**config.mk**
```make
export PLATFORM = sky130hd
export DESIGN_NAME = i2c_master_write_sequencer_top
export DESIGN_NICKNAME = d
export VERILOG_FILES = /design/src/i2cmws_pkg.sv /design/src/i2cmws_top.sv /design/src/i2cmws_mem.sv /design/src/i2cmws_ctrl.sv /design/src/i2cmws_outq.sv
export SDC_FILE = /design/constraint.sdc
export NUM_CORES = 1
export LEC_CHECK = 0
export BUFFER_PORTS_ARGS = -buffer_cell sky130_fd_sc_hd__buf_2
export CELL_PAD_IN_SITES_DETAIL_PLACEMENT = 0
export CELL_PAD_IN_SITES_GLOBAL_PLACEMENT = 1
export CORE_MARGIN = 2
export CORE_UTILIZATION = 45
export CTS_BUF_LIST = sky130_fd_sc_hd__clkbuf_8
export DETAILED_ROUTE_END_ITERATION = 7
export PLACE_DENSITY_LB_ADDON = 0.1
export SLEW_MARGIN = 20
export SYNTH_ARGS = -nofsm -noshare
export SYNTH_HDL_FRONTEND = slang
export SYNTH_HIERARCHICAL = 1
export SYNTH_SLANG_ARGS = --single-unit
```
**constraint.sdc**
```tcl
create_clock -name clk -period 4.16 [get_ports clk]
set_input_delay 0.208 -clock clk [delete_from_list [all_inputs] [get_ports clk]]
set_output_delay 0.208 -clock clk [all_outputs]
set_load 0.02 [all_outputs]
```
**src/i2cmws_pkg.sv**
```systemverilog
// shared types and codes for the i2c master write sequencer
`timescale 1ns / 1ps

package i2cmws_pkg;

  // command codes
  localparam logic CMD_QUEUE  = 1'b0;
  localparam logic CMD_STATUS = 1'b1;

  // bus actions
  localparam logic [2:0] ACT_NONE    = 3'd0;
  localparam logic [2:0] ACT_START   = 3'd1;
  localparam logic [2:0] ACT_SEND    = 3'd2;
  localparam logic [2:0] ACT_STOP    = 3'd3;
  localparam logic [2:0] ACT_RELEASE = 3'd4;
  localparam logic [2:0] ACT_RESET   = 3'd5;

  // bus status codes after masking
  localparam logic [7:0] STATUS_MASK  = 8'hF8;
  localparam logic [7:0] ST_BUS_ERROR = 8'h00;
  localparam logic [7:0] ST_START     = 8'h08;
  localparam logic [7:0] ST_RSTART    = 8'h10;
  localparam logic [7:0] ST_ADDR_ACK  = 8'h18;
  localparam logic [7:0] ST_ADDR_NACK = 8'h20;
  localparam logic [7:0] ST_DATA_ACK  = 8'h28;
  localparam logic [7:0] ST_DATA_NACK = 8'h30;
  localparam logic [7:0] ST_ARB_LOST  = 8'h38;
  localparam logic [7:0] ST_RD_NACK   = 8'h48;

  // result word leaving the decode stage
  typedef struct packed {
    logic       accepted;
    logic [2:0] action;
    logic [7:0] tx_byte;
    logic       busy_res;
    logic       from_mem;
  } res_t;

  // fifo memory strobes
  typedef struct packed {
    logic wr_en;
    logic rd_en;
  } mem_ctl_t;

endpackage

```
**src/i2cmws_top.sv**
```systemverilog
// top level of the i2c master write sequencer
`timescale 1ns / 1ps

// channel   | handshake           | fields
// ----------+---------------------+------------------------------------------------
// input     | in_valid / in_ready | command target_address data_byte last_byte status_code
// result    | out_valid/out_ready | accepted action tx_byte busy_res
//
// one word per cycle while the result side is ready; each word leaves through the
// fifo read stage, then the output register, as the fifo memory read is registered.
// reset clears pointers, fill count, busy and stored address; fifo contents are
// left as they are. a stalled result holds the output register while one more
// word can still be taken into the read stage.

module i2c_master_write_sequencer_top
  import i2cmws_pkg::*;
#(
  parameter int FIFO_DEPTH = 32
) (
  input  logic       clk,
  input  logic       rst,
  input  logic       in_valid,
  output logic       in_ready,
  input  logic       command,
  input  logic [6:0] target_address,
  input  logic [7:0] data_byte,
  input  logic       last_byte,
  input  logic [7:0] status_code,
  output logic       out_valid,
  input  logic       out_ready,
  output logic       accepted,
  output logic [2:0] action,
  output logic [7:0] tx_byte,
  output logic       busy_res
);

  localparam int AW = (FIFO_DEPTH > 1) ? $clog2(FIFO_DEPTH) : 1;
  localparam int CW = $clog2(FIFO_DEPTH + 1);

  logic          fire;
  res_t          res;
  mem_ctl_t      mem_ctl;
  logic [AW-1:0] wr_ptr;
  logic [AW-1:0] rd_ptr;
  logic [7:0]    rd_data;

  assign fire = in_valid && in_ready;

  // decode and fifo bookkeeping
  i2cmws_ctrl #(
    .DEPTH (FIFO_DEPTH),
    .AW    (AW),
    .CW    (CW)
  ) u_ctrl (
    .clk            (clk),
    .rst            (rst),
    .fire           (fire),
    .command        (command),
    .target_address (target_address),
    .last_byte      (last_byte),
    .status_code    (status_code),
    .res            (res),
    .mem_ctl        (mem_ctl),
    .wr_ptr         (wr_ptr),
    .rd_ptr         (rd_ptr)
  );

  // transmit fifo storage
  i2cmws_mem #(
    .DEPTH (FIFO_DEPTH),
    .AW    (AW)
  ) u_mem (
    .clk     (clk),
    .wr_en   (mem_ctl.wr_en),
    .wr_addr (wr_ptr),
    .wr_data (data_byte),
    .rd_en   (mem_ctl.rd_en),
    .rd_addr (rd_ptr),
    .rd_data (rd_data)
  );

  // result pipe
  i2cmws_outq u_outq (
    .clk        (clk),
    .rst        (rst),
    .load       (fire),
    .res        (res),
    .rd_data    (rd_data),
    .load_ready (in_ready),
    .out_valid  (out_valid),
    .out_ready  (out_ready),
    .accepted   (accepted),
    .action     (action),
    .tx_byte    (tx_byte),
    .busy_res   (busy_res)
  );

endmodule

```
**src/i2cmws_mem.sv**
```systemverilog
// transmit fifo storage, one write and one registered read port
`timescale 1ns / 1ps

module i2cmws_mem #(
  parameter int DEPTH = 32,
  parameter int AW    = 5
) (
  input  logic          clk,
  input  logic          wr_en,
  input  logic [AW-1:0] wr_addr,
  input  logic [7:0]    wr_data,
  input  logic          rd_en,
  input  logic [AW-1:0] rd_addr,
  output logic [7:0]    rd_data
);

  logic [7:0] store [DEPTH];

  // write port
  always_ff @(posedge clk) begin
    if (wr_en) begin
      store[wr_addr] <= wr_data;
    end
  end

  // read port, registered data
  always_ff @(posedge clk) begin
    if (rd_en) begin
      rd_data <= store[rd_addr];
    end
  end

endmodule

```
**src/i2cmws_ctrl.sv**
```systemverilog
// fifo pointers, busy flag and bus status decode
`timescale 1ns / 1ps

module i2cmws_ctrl
  import i2cmws_pkg::*;
#(
  parameter int DEPTH = 32,
  parameter int AW    = 5,
  parameter int CW    = 6
) (
  input  logic          clk,
  input  logic          rst,
  input  logic          fire,
  input  logic          command,
  input  logic [6:0]    target_address,
  input  logic          last_byte,
  input  logic [7:0]    status_code,
  output res_t          res,
  output mem_ctl_t      mem_ctl,
  output logic [AW-1:0] wr_ptr,
  output logic [AW-1:0] rd_ptr
);

  localparam logic [AW-1:0] LAST_SLOT  = AW'(DEPTH - 1);
  localparam logic [CW-1:0] COUNT_FULL = CW'(DEPTH);

  logic [AW-1:0] wr_ptr_next;
  logic [AW-1:0] rd_ptr_next;
  logic [CW-1:0] count;
  logic [CW-1:0] count_next;
  logic          busy;
  logic          busy_next;
  logic [6:0]    addr;
  logic [6:0]    addr_next;
  logic [7:0]    status_m;
  mem_ctl_t      mem_req;

  assign status_m = status_code & STATUS_MASK;

  // decode one word and work out the next control state
  always_comb begin
    wr_ptr_next  = wr_ptr;
    rd_ptr_next  = rd_ptr;
    count_next   = count;
    busy_next    = busy;
    addr_next    = addr;
    mem_req      = '0;
    res          = '0;
    res.action   = ACT_NONE;
    if (command == CMD_QUEUE) begin
      if (!busy && count != COUNT_FULL) begin
        mem_req.wr_en = 1'b1;
        wr_ptr_next   = (wr_ptr == LAST_SLOT) ? '0 : wr_ptr + AW'(1);
        count_next    = count + CW'(1);
        addr_next     = target_address;
        res.accepted  = 1'b1;
        if (last_byte) begin
          busy_next  = 1'b1;
          res.action = ACT_START;
        end
      end
    end else begin
      case (status_m)
        ST_START, ST_RSTART: begin
          res.action  = ACT_SEND;
          res.tx_byte = {addr, 1'b0};
        end
        ST_ADDR_ACK, ST_DATA_ACK: begin
          if (count == '0) begin
            res.action = ACT_STOP;
            busy_next  = 1'b0;
          end else begin
            res.action    = ACT_SEND;
            res.from_mem  = 1'b1;
            mem_req.rd_en = 1'b1;
            rd_ptr_next   = (rd_ptr == LAST_SLOT) ? '0 : rd_ptr + AW'(1);
            count_next    = count - CW'(1);
          end
        end
        ST_ADDR_NACK, ST_DATA_NACK, ST_RD_NACK: begin
          res.action = ACT_STOP;
          busy_next  = 1'b0;
        end
        ST_ARB_LOST: begin
          res.action = ACT_RELEASE;
          busy_next  = 1'b0;
        end
        ST_BUS_ERROR: begin
          res.action = ACT_RESET;
          busy_next  = 1'b0;
        end
        default: begin
        end
      endcase
    end
    res.busy_res = busy_next;
  end

  // memory strobes only on a word taken by the input handshake
  assign mem_ctl.wr_en = mem_req.wr_en & fire;
  assign mem_ctl.rd_en = mem_req.rd_en & fire;

  // control state
  always_ff @(posedge clk) begin
    if (rst) begin
      wr_ptr <= '0;
      rd_ptr <= '0;
      count  <= '0;
      busy   <= 1'b0;
      addr   <= '0;
    end else if (fire) begin
      wr_ptr <= wr_ptr_next;
      rd_ptr <= rd_ptr_next;
      count  <= count_next;
      busy   <= busy_next;
      addr   <= addr_next;
    end
  end

`ifndef SYNTHESIS
  // fill level stays within the fifo
  a_count_range: assert property (@(posedge clk) disable iff (rst)
    count <= COUNT_FULL)
    else $error("fifo fill count beyond depth");

  // a read never hits an empty fifo
  a_rd_nonempty: assert property (@(posedge clk) disable iff (rst)
    mem_ctl.rd_en |-> count != '0)
    else $error("fifo read while empty");

  // a write moves the write pointer and raises the count by one
  a_wr_count: assert property (@(posedge clk) disable iff (rst)
    mem_ctl.wr_en |=> count == $past(count) + CW'(1))
    else $error("fill count did not follow a write");
`endif

endmodule

```
**src/i2cmws_outq.sv**
```systemverilog
// two-deep result pipe: memory read stage and output register
`timescale 1ns / 1ps

module i2cmws_outq
  import i2cmws_pkg::*;
(
  input  logic       clk,
  input  logic       rst,
  input  logic       load,
  input  res_t       res,
  input  logic [7:0] rd_data,
  output logic       load_ready,
  output logic       out_valid,
  input  logic       out_ready,
  output logic       accepted,
  output logic [2:0] action,
  output logic [7:0] tx_byte,
  output logic       busy_res
);

  logic s1_valid;
  res_t s1_res;
  logic s1_move;

  assign s1_move    = s1_valid && (!out_valid || out_ready);
  assign load_ready = !s1_valid || s1_move;

  // control flags
  always_ff @(posedge clk) begin
    if (rst) begin
      s1_valid  <= 1'b0;
      out_valid <= 1'b0;
    end else begin
      if (load) begin
        s1_valid <= 1'b1;
      end else if (s1_move) begin
        s1_valid <= 1'b0;
      end
      if (s1_move) begin
        out_valid <= 1'b1;
      end else if (out_ready) begin
        out_valid <= 1'b0;
      end
    end
  end

  // payload, fifo byte merged as the word leaves the read stage
  always_ff @(posedge clk) begin
    if (load) begin
      s1_res <= res;
    end
    if (s1_move) begin
      accepted <= s1_res.accepted;
      action   <= s1_res.action;
      tx_byte  <= s1_res.from_mem ? rd_data : s1_res.tx_byte;
      busy_res <= s1_res.busy_res;
    end
  end

`ifndef SYNTHESIS
  // read stage is never overwritten while it still holds a word
  a_no_overrun: assert property (@(posedge clk) disable iff (rst)
    load && s1_valid |-> s1_move)
    else $error("read stage overwritten");
`endif

endmodule

```
Yosys cells after proc, flatten, opt, wreduce, memory -nomap -nowiden

Memories as Yosys holds them, arrays and structs flattened. A register that Yosys moved wholly into a read port is not among the register bits.
Cells that the tools add are included.

Add/subtract/negate cells: 4
Eq/ne operators: 13
Muxes and demuxes: 28
Bitwise operators: 4
Reduce and logical (&&, ||, !) cells: 21

Operator list:

| cell                                                | number |
|---|---|
| 2-to-1 mux 6 bit                                    | 4 |
| equality test 5 x 3 -> 1 bit, second input constant | 4 |
| 2-to-1 mux 1 bit                                    | 17 |
| one-hot mux 3 bit (5 select lines)                  | 1 |
| adder 5 x 1 -> 5 bit, second input constant         | 2 |
| equality test 5 x 2 -> 1 bit, second input constant | 2 |
| equality test 5 bit, second input constant          | 2 |
| 2-to-1 mux 5 bit                                    | 2 |
| zero test 8 bit                                     | 1 |
| 2-to-1 mux 8 bit                                    | 1 |
| AND reduction 4 bit                                 | 2 |
| adder 6 x 1 -> 6 bit, second input constant         | 1 |
| zero test 6 bit                                     | 1 |
| inequality test 6 bit, second input constant        | 1 |
| nonzero test 2 bit                                  | 3 |
| subtractor 6 x 1 -> 6 bit, second input constant    | 1 |
| equality test 5 x 1 -> 1 bit, second input constant | 1 |
| equality test 5 x 4 -> 1 bit, second input constant | 1 |
| OR reduction 5 bit                                  | 1 |
| 2-to-1 mux 4 bit                                    | 1 |
| OR reduction 2 bit                                  | 2 |
| logical AND 1 bit                                   | 3 |
| zero test 1 bit                                     | 3 |
| 2-to-1 mux 3 bit                                    | 1 |
| other kinds (9)                                     | 12 |

Register bits after elaboration: 53
Memory bits (writable): 256
Input bits: 29
Output and inout bits: 15
Word-level logic and storage cells: 88
Memories kept: 1

Memory list:

| name        | words | bits a word | read ports | clocked after Yosys merged registers in | wr ports | RTL line         | RTL |
|---|---|---|---|---|---|---|---|
| u_mem.store | 32    | 8           | 1          | 1                                       | 1        | i2cmws_mem.sv:17 | `logic [7:0] store [DEPTH];` |

Logic depth before layout (Yosys ltp)

Depth after elaboration: 8
Gate-level depth with buffers: 8

By module

Netlist, hierarchy kept.

By module, submodules not included:

| module                         | times used | cells each | area each (um^2) | sequential area each (um^2) |
|---|---|---|---|---|
| i2cmws_mem                     | 1          | 417        | 10,133.5         | 7,927.6 |
| i2cmws_ctrl                    | 1          | 195        | 1,540.2          | 480.5 |
| i2cmws_outq                    | 1          | 45         | 1,019.7          | 850.8 |
| i2c_master_write_sequencer_top | 1          | 1          | 6.3              | 0.0 |

Worst setup path before layout

OpenSTA, ideal clock, no wires.

Path type: register -> register
Start point: register u_outq.out_valid
End point: memory u_mem.store[0][0] (enable)
Library setup time: 0.370 ns
Arrival time: 2.916 ns
Setup slack: 0.874 ns
Stages on the path, launching flop included: 9
Clock period less this slack: 3.286 ns
Path through: dfxtp_1 nand3b_1 and2_1 inv_1 a311o_1 clkinv_1 or3b_2 clkbuf_1 nor2_1

RTL lines:

| element                  | RTL line          | RTL |
|---|---|---|
| start: declaration       | i2cmws_outq.sv:13 | `output logic out_valid,` |
| start signal: assignment | i2cmws_outq.sv:32 | `out_valid <= 1'b0;` |
| start signal: assignment | i2cmws_outq.sv:40 | `out_valid <= 1'b1;` |
| start signal: assignment | i2cmws_outq.sv:42 | `out_valid <= 1'b0;` |
| end: declaration         | i2cmws_mem.sv:17  |  |

==> results.yml <==
synth:
  syn_inst: 658
  synth_area_sq_um: 12700
  ys_types: 52
  synth_edf_count: 291
  yosysSeqAreaShare: 0.729
  yosys_warnings: 6
  synthesis.nets: 696
  synth_flop_cell: "edfxtp_1"
  syn_avg_cell_area_sq_um: 19.3
  async_reset_ff_frac: 0
  yosys_register_bits: 317
critical_path:
  path_buf_inv: 3
  critPathLaunch: "u_outq/s1_valid"
  reg2reg_from: "u_outq/s1_valid"
  crit_chain: "nand3b_1 -> and2_1 -> inv_1 -> a311o_1 -> buf_4 -> clkinv_1 -> or3b_2 -> nor2_1"
  cp_slowest_stage_delay_ns: 0.70
  worstSetupStartpointType: "register"
  regToRegSetupSlack_ns: 0.98
  path_class: "register to register"
  path_max_fanout: 16
  critPathCaptureType: "register"
  reg2reg_to: "u_mem/store[4][1]"
  cp.arrival_ns: 3.36
  worst-path-stages: 8
  required_ns: 4.34
  worst_path_max_delay_cell: "nor2_1"
  critical-path-top-delay-family: "simple AND/OR/NAND/NOR gates"
  cp-endpoint: "u_mem/store[4][1]"
  r2r_cells: 8
cts:
  post_cts_resized: 0
  cts_setup_buffers: 0
  clk_pin_slew_ns: 0.06
  cts_tree: "built"
  hold_buffers: 8
  cts.sinks: 317
  cts_buffers: 52
  clock-root-buffer: "clkbuf_8"
  htree_levels: 2
  clock_latency_ns: 0.57
  cts.path.max_buffers: 3
die:
  fp.dieW_um: 172
  initial_core_util: 0.457
  rows: 61
  core_area_sq_um: 27800
  die_h_um: 172
  io_pins: 44
  die_area_sq_um: 29600
placed_design:
  port_buffers: 40
  dp_slack_ns: 0.934
  dp_hpwl_mm: 16.1
  gp_congestion: 0.754
  place_area_sq_um: 13300
sta:
  fmax_mhz: 314
  finalCriticalPeriod_ns: 3.18
  skew_ns: 0.0194
  tns_ns: 0
  slew_viol_final: 0
  finalHoldViolations: 0
  whs_ns: 0.115
  slew_headroom: 0.334
  fin_crit_sh: 0.765
  worst_pin_slew_ns: 0.997
  setup_viol: 0
  rsz0062_at_grt: "no"
  worst_slack_ns: 0.979
global_route:
  grt_pass1_vias: 6383
  grt_max_degree: 41
  grt_pass1_wl_mm: 38.7
  grt_remaining_overflow: 0
  grt.total_usage: 0.180
  antenna_found_initial: 0
power_and_ir_drop:
  peakVddDrop_uv: 221
  leakagePower_uw: 0.00459
  powerDensity_nw_per_um2: 433
drt:
  finalWirelength_mm: 25.5
  drtPass1Iterations: 5
  vias_per_cell: 5.45
  wl_per_cell_um: 22.0
  drc_errors: 0
  drtAntennaViolNets: 0
  vias: 6298
  drt-initial-drc-count: 600
final_layout:
  post-route-util: 0.514
  area_growth_pct: 12.5
  diodes: 0
  drive_gt1_frac: 0.274
  finalNetCount: 775
  postLayoutCellArea_sq_um: 14300
worst_hold_path:
  hold_path_class: "primary input to register"
status:
  status: "completed"
run:
  cap_violations: 0
[per-layer routing]
metal | up-vias | wire length, um | global-route usage
met5 | - | 0 | 0
met4 | 0 | 543 | 0.0526
met3 | 41 | 1540 | 0.0412
met2 | 172 | 12100 | 0.287
met1 | 3259 | 11300 | 0.250
li1 | 2826 | - | -
[where the power goes]
group / switching (uW) / total, uW / internal, uW
Clock: 1160 / 2400 / 1240
Sequential: 21.6 / 3530 / 3510
Combinational: 154 / 243 / 89.0
Total: 1330 / 6180 / 4850
[flip-flops by register name (all words and copies together), names as in the netlist]
name / flops
u_outq/action: 3
u_outq/s1_res: 14
u_ctrl/count: 6
u_outq/accepted: 1
u_outq/tx_byte: 8
u_ctrl/rd_ptr: 5
u_ctrl/busy: 1
u_outq/s1_valid: 1
u_ctrl/wr_ptr: 5
u_mem/rd_data: 8
u_outq/out_valid: 1
u_ctrl/addr: 7
u_outq/busy_res: 1
u_mem/store: 256
[area by class of cell]
class / instances / area [sq um]
Clock buffer: 53 / 729
Clock inverter: 42 / 200
Fill cell: 2256 / 13500
Inverter: 13 / 48.8
Multi-Input combinational cell: 297 / 3220
Sequential cell: 317 / 9260
Tap cell: 378 / 473
Timing Repair Buffer: 56 / 353
[worst min-delay path by stage]
stage,cells after the start,end,start
finish,3,u_outq/s1_res[10],last_byte
global route,3,u_outq/s1_res[12],status_code[3]
CTS,3,u_outq/s1_res[12],status_code[3]
detailed placement,0,u_outq/action[1],u_outq/s1_res[11]
global placement,0,u_outq/action[0],u_outq/s1_res[10]
floorplan,1,u_outq/out_valid,rst
[metrics by stage]
stage,total power [uW],instances
final,6180,1156
after global placement,3830,1053
after floorplan,3740,658
after detailed placement,3840,1053
after global routing,6440,1156
after CTS,6280,1156
[tightest hold or removal path: stages]
cell	delay, ns
buf_2	0.08
and2_1	0.14
nand2b_1	0.12
[layout by cell type, fill, tap and decap left out, drive strengths merged, types with 2 or more instances in the layout]
| cell | n |
|---|---|
| a21oi | 31 |
| a211oi | 2 |
| and3 | 2 |
| nand2b | 3 |
| mux2 | 16 |
| nor3b | 2 |
| o21a | 2 |
| nand2 | 27 |
| dlygate4sd3 | 8 |
| or4 | 2 |
| and2 | 11 |
| or3b | 4 |
| clkbuf | 53 |
| nor3 | 3 |
| o21ai | 12 |
| nand3b | 6 |
| or4b | 3 |
| a31oi | 4 |
| nand4b | 2 |
| nor2 | 42 |
| edfxtp | 291 |
| or3 | 2 |
| inv | 40 |
| ha | 8 |
| buf | 48 |
| a21o | 4 |
| mux4 | 80 |
| nand3 | 9 |
| dfxtp | 26 |
| clkinv | 13 |
| xnor2 | 3 |
| a311oi | 2 |
[Yosys cell counts (2+ instances only)]
cell / instances / share of area
mux2_2: 8 / 0.0071
nand2b_1: 3 / 0.0015
nor2_1: 42 / 0.012
a21o_1: 4 / 0.0024
a21oi_1: 31 / 0.012
inv_1: 12 / 0.0035
or4_1: 2 / 0.0012
xnor2_1: 3 / 0.0021
buf_4: 9 / 0.0053
nor3_1: 3 / 0.0012
o21a_1: 2 / 0.0012
mux2_4: 8 / 0.0095
ha_1: 8 / 0.0079
o21ai_0: 12 / 0.0047
buf_1: 7 / 0.0021
and3_1: 2 / 0.00099
and2_1: 11 / 0.0054
nand2_1: 27 / 0.0080
or3b_2: 3 / 0.0021
buf_6: 3 / 0.0027
or4b_1: 3 / 0.0024
nand3_1: 8 / 0.0032
mux4_2: 80 / 0.14
a211oi_1: 2 / 0.0012
a31oi_1: 4 / 0.0020
nand4b_1: 2 / 0.0014
a311oi_1: 2 / 0.0014
nor3b_1: 2 / 0.0012
buf_2: 2 / 0.00079
clkbuf_1: 10 / 0.0030
or3_1: 2 / 0.00099
edfxtp_1: 291 / 0.69
nand3b_1: 6 / 0.0035
dfxtp_1: 26 / 0.041
[logic make-up (layout without fill, tap and decap cells)]
family / after synthesis / after routing / synth area share
muxes: 97 / 97 / 0.159
AOI/OAI and AO/OA: 62 / 62 / 0.0287
xor gates and xnor gates: 4 / 4 / 0.00335
adders and majority gates: 9 / 9 / 0.00946
DFF: 317 / 317 / 0.729
and+or+nand+nor: 124 / 124 / 0.0523
buffers and inverters: 44 / 164 / 0.0176
other: 1 / 1 / 0.000295
No activity file was read; power rests on OpenSTA's default activity.
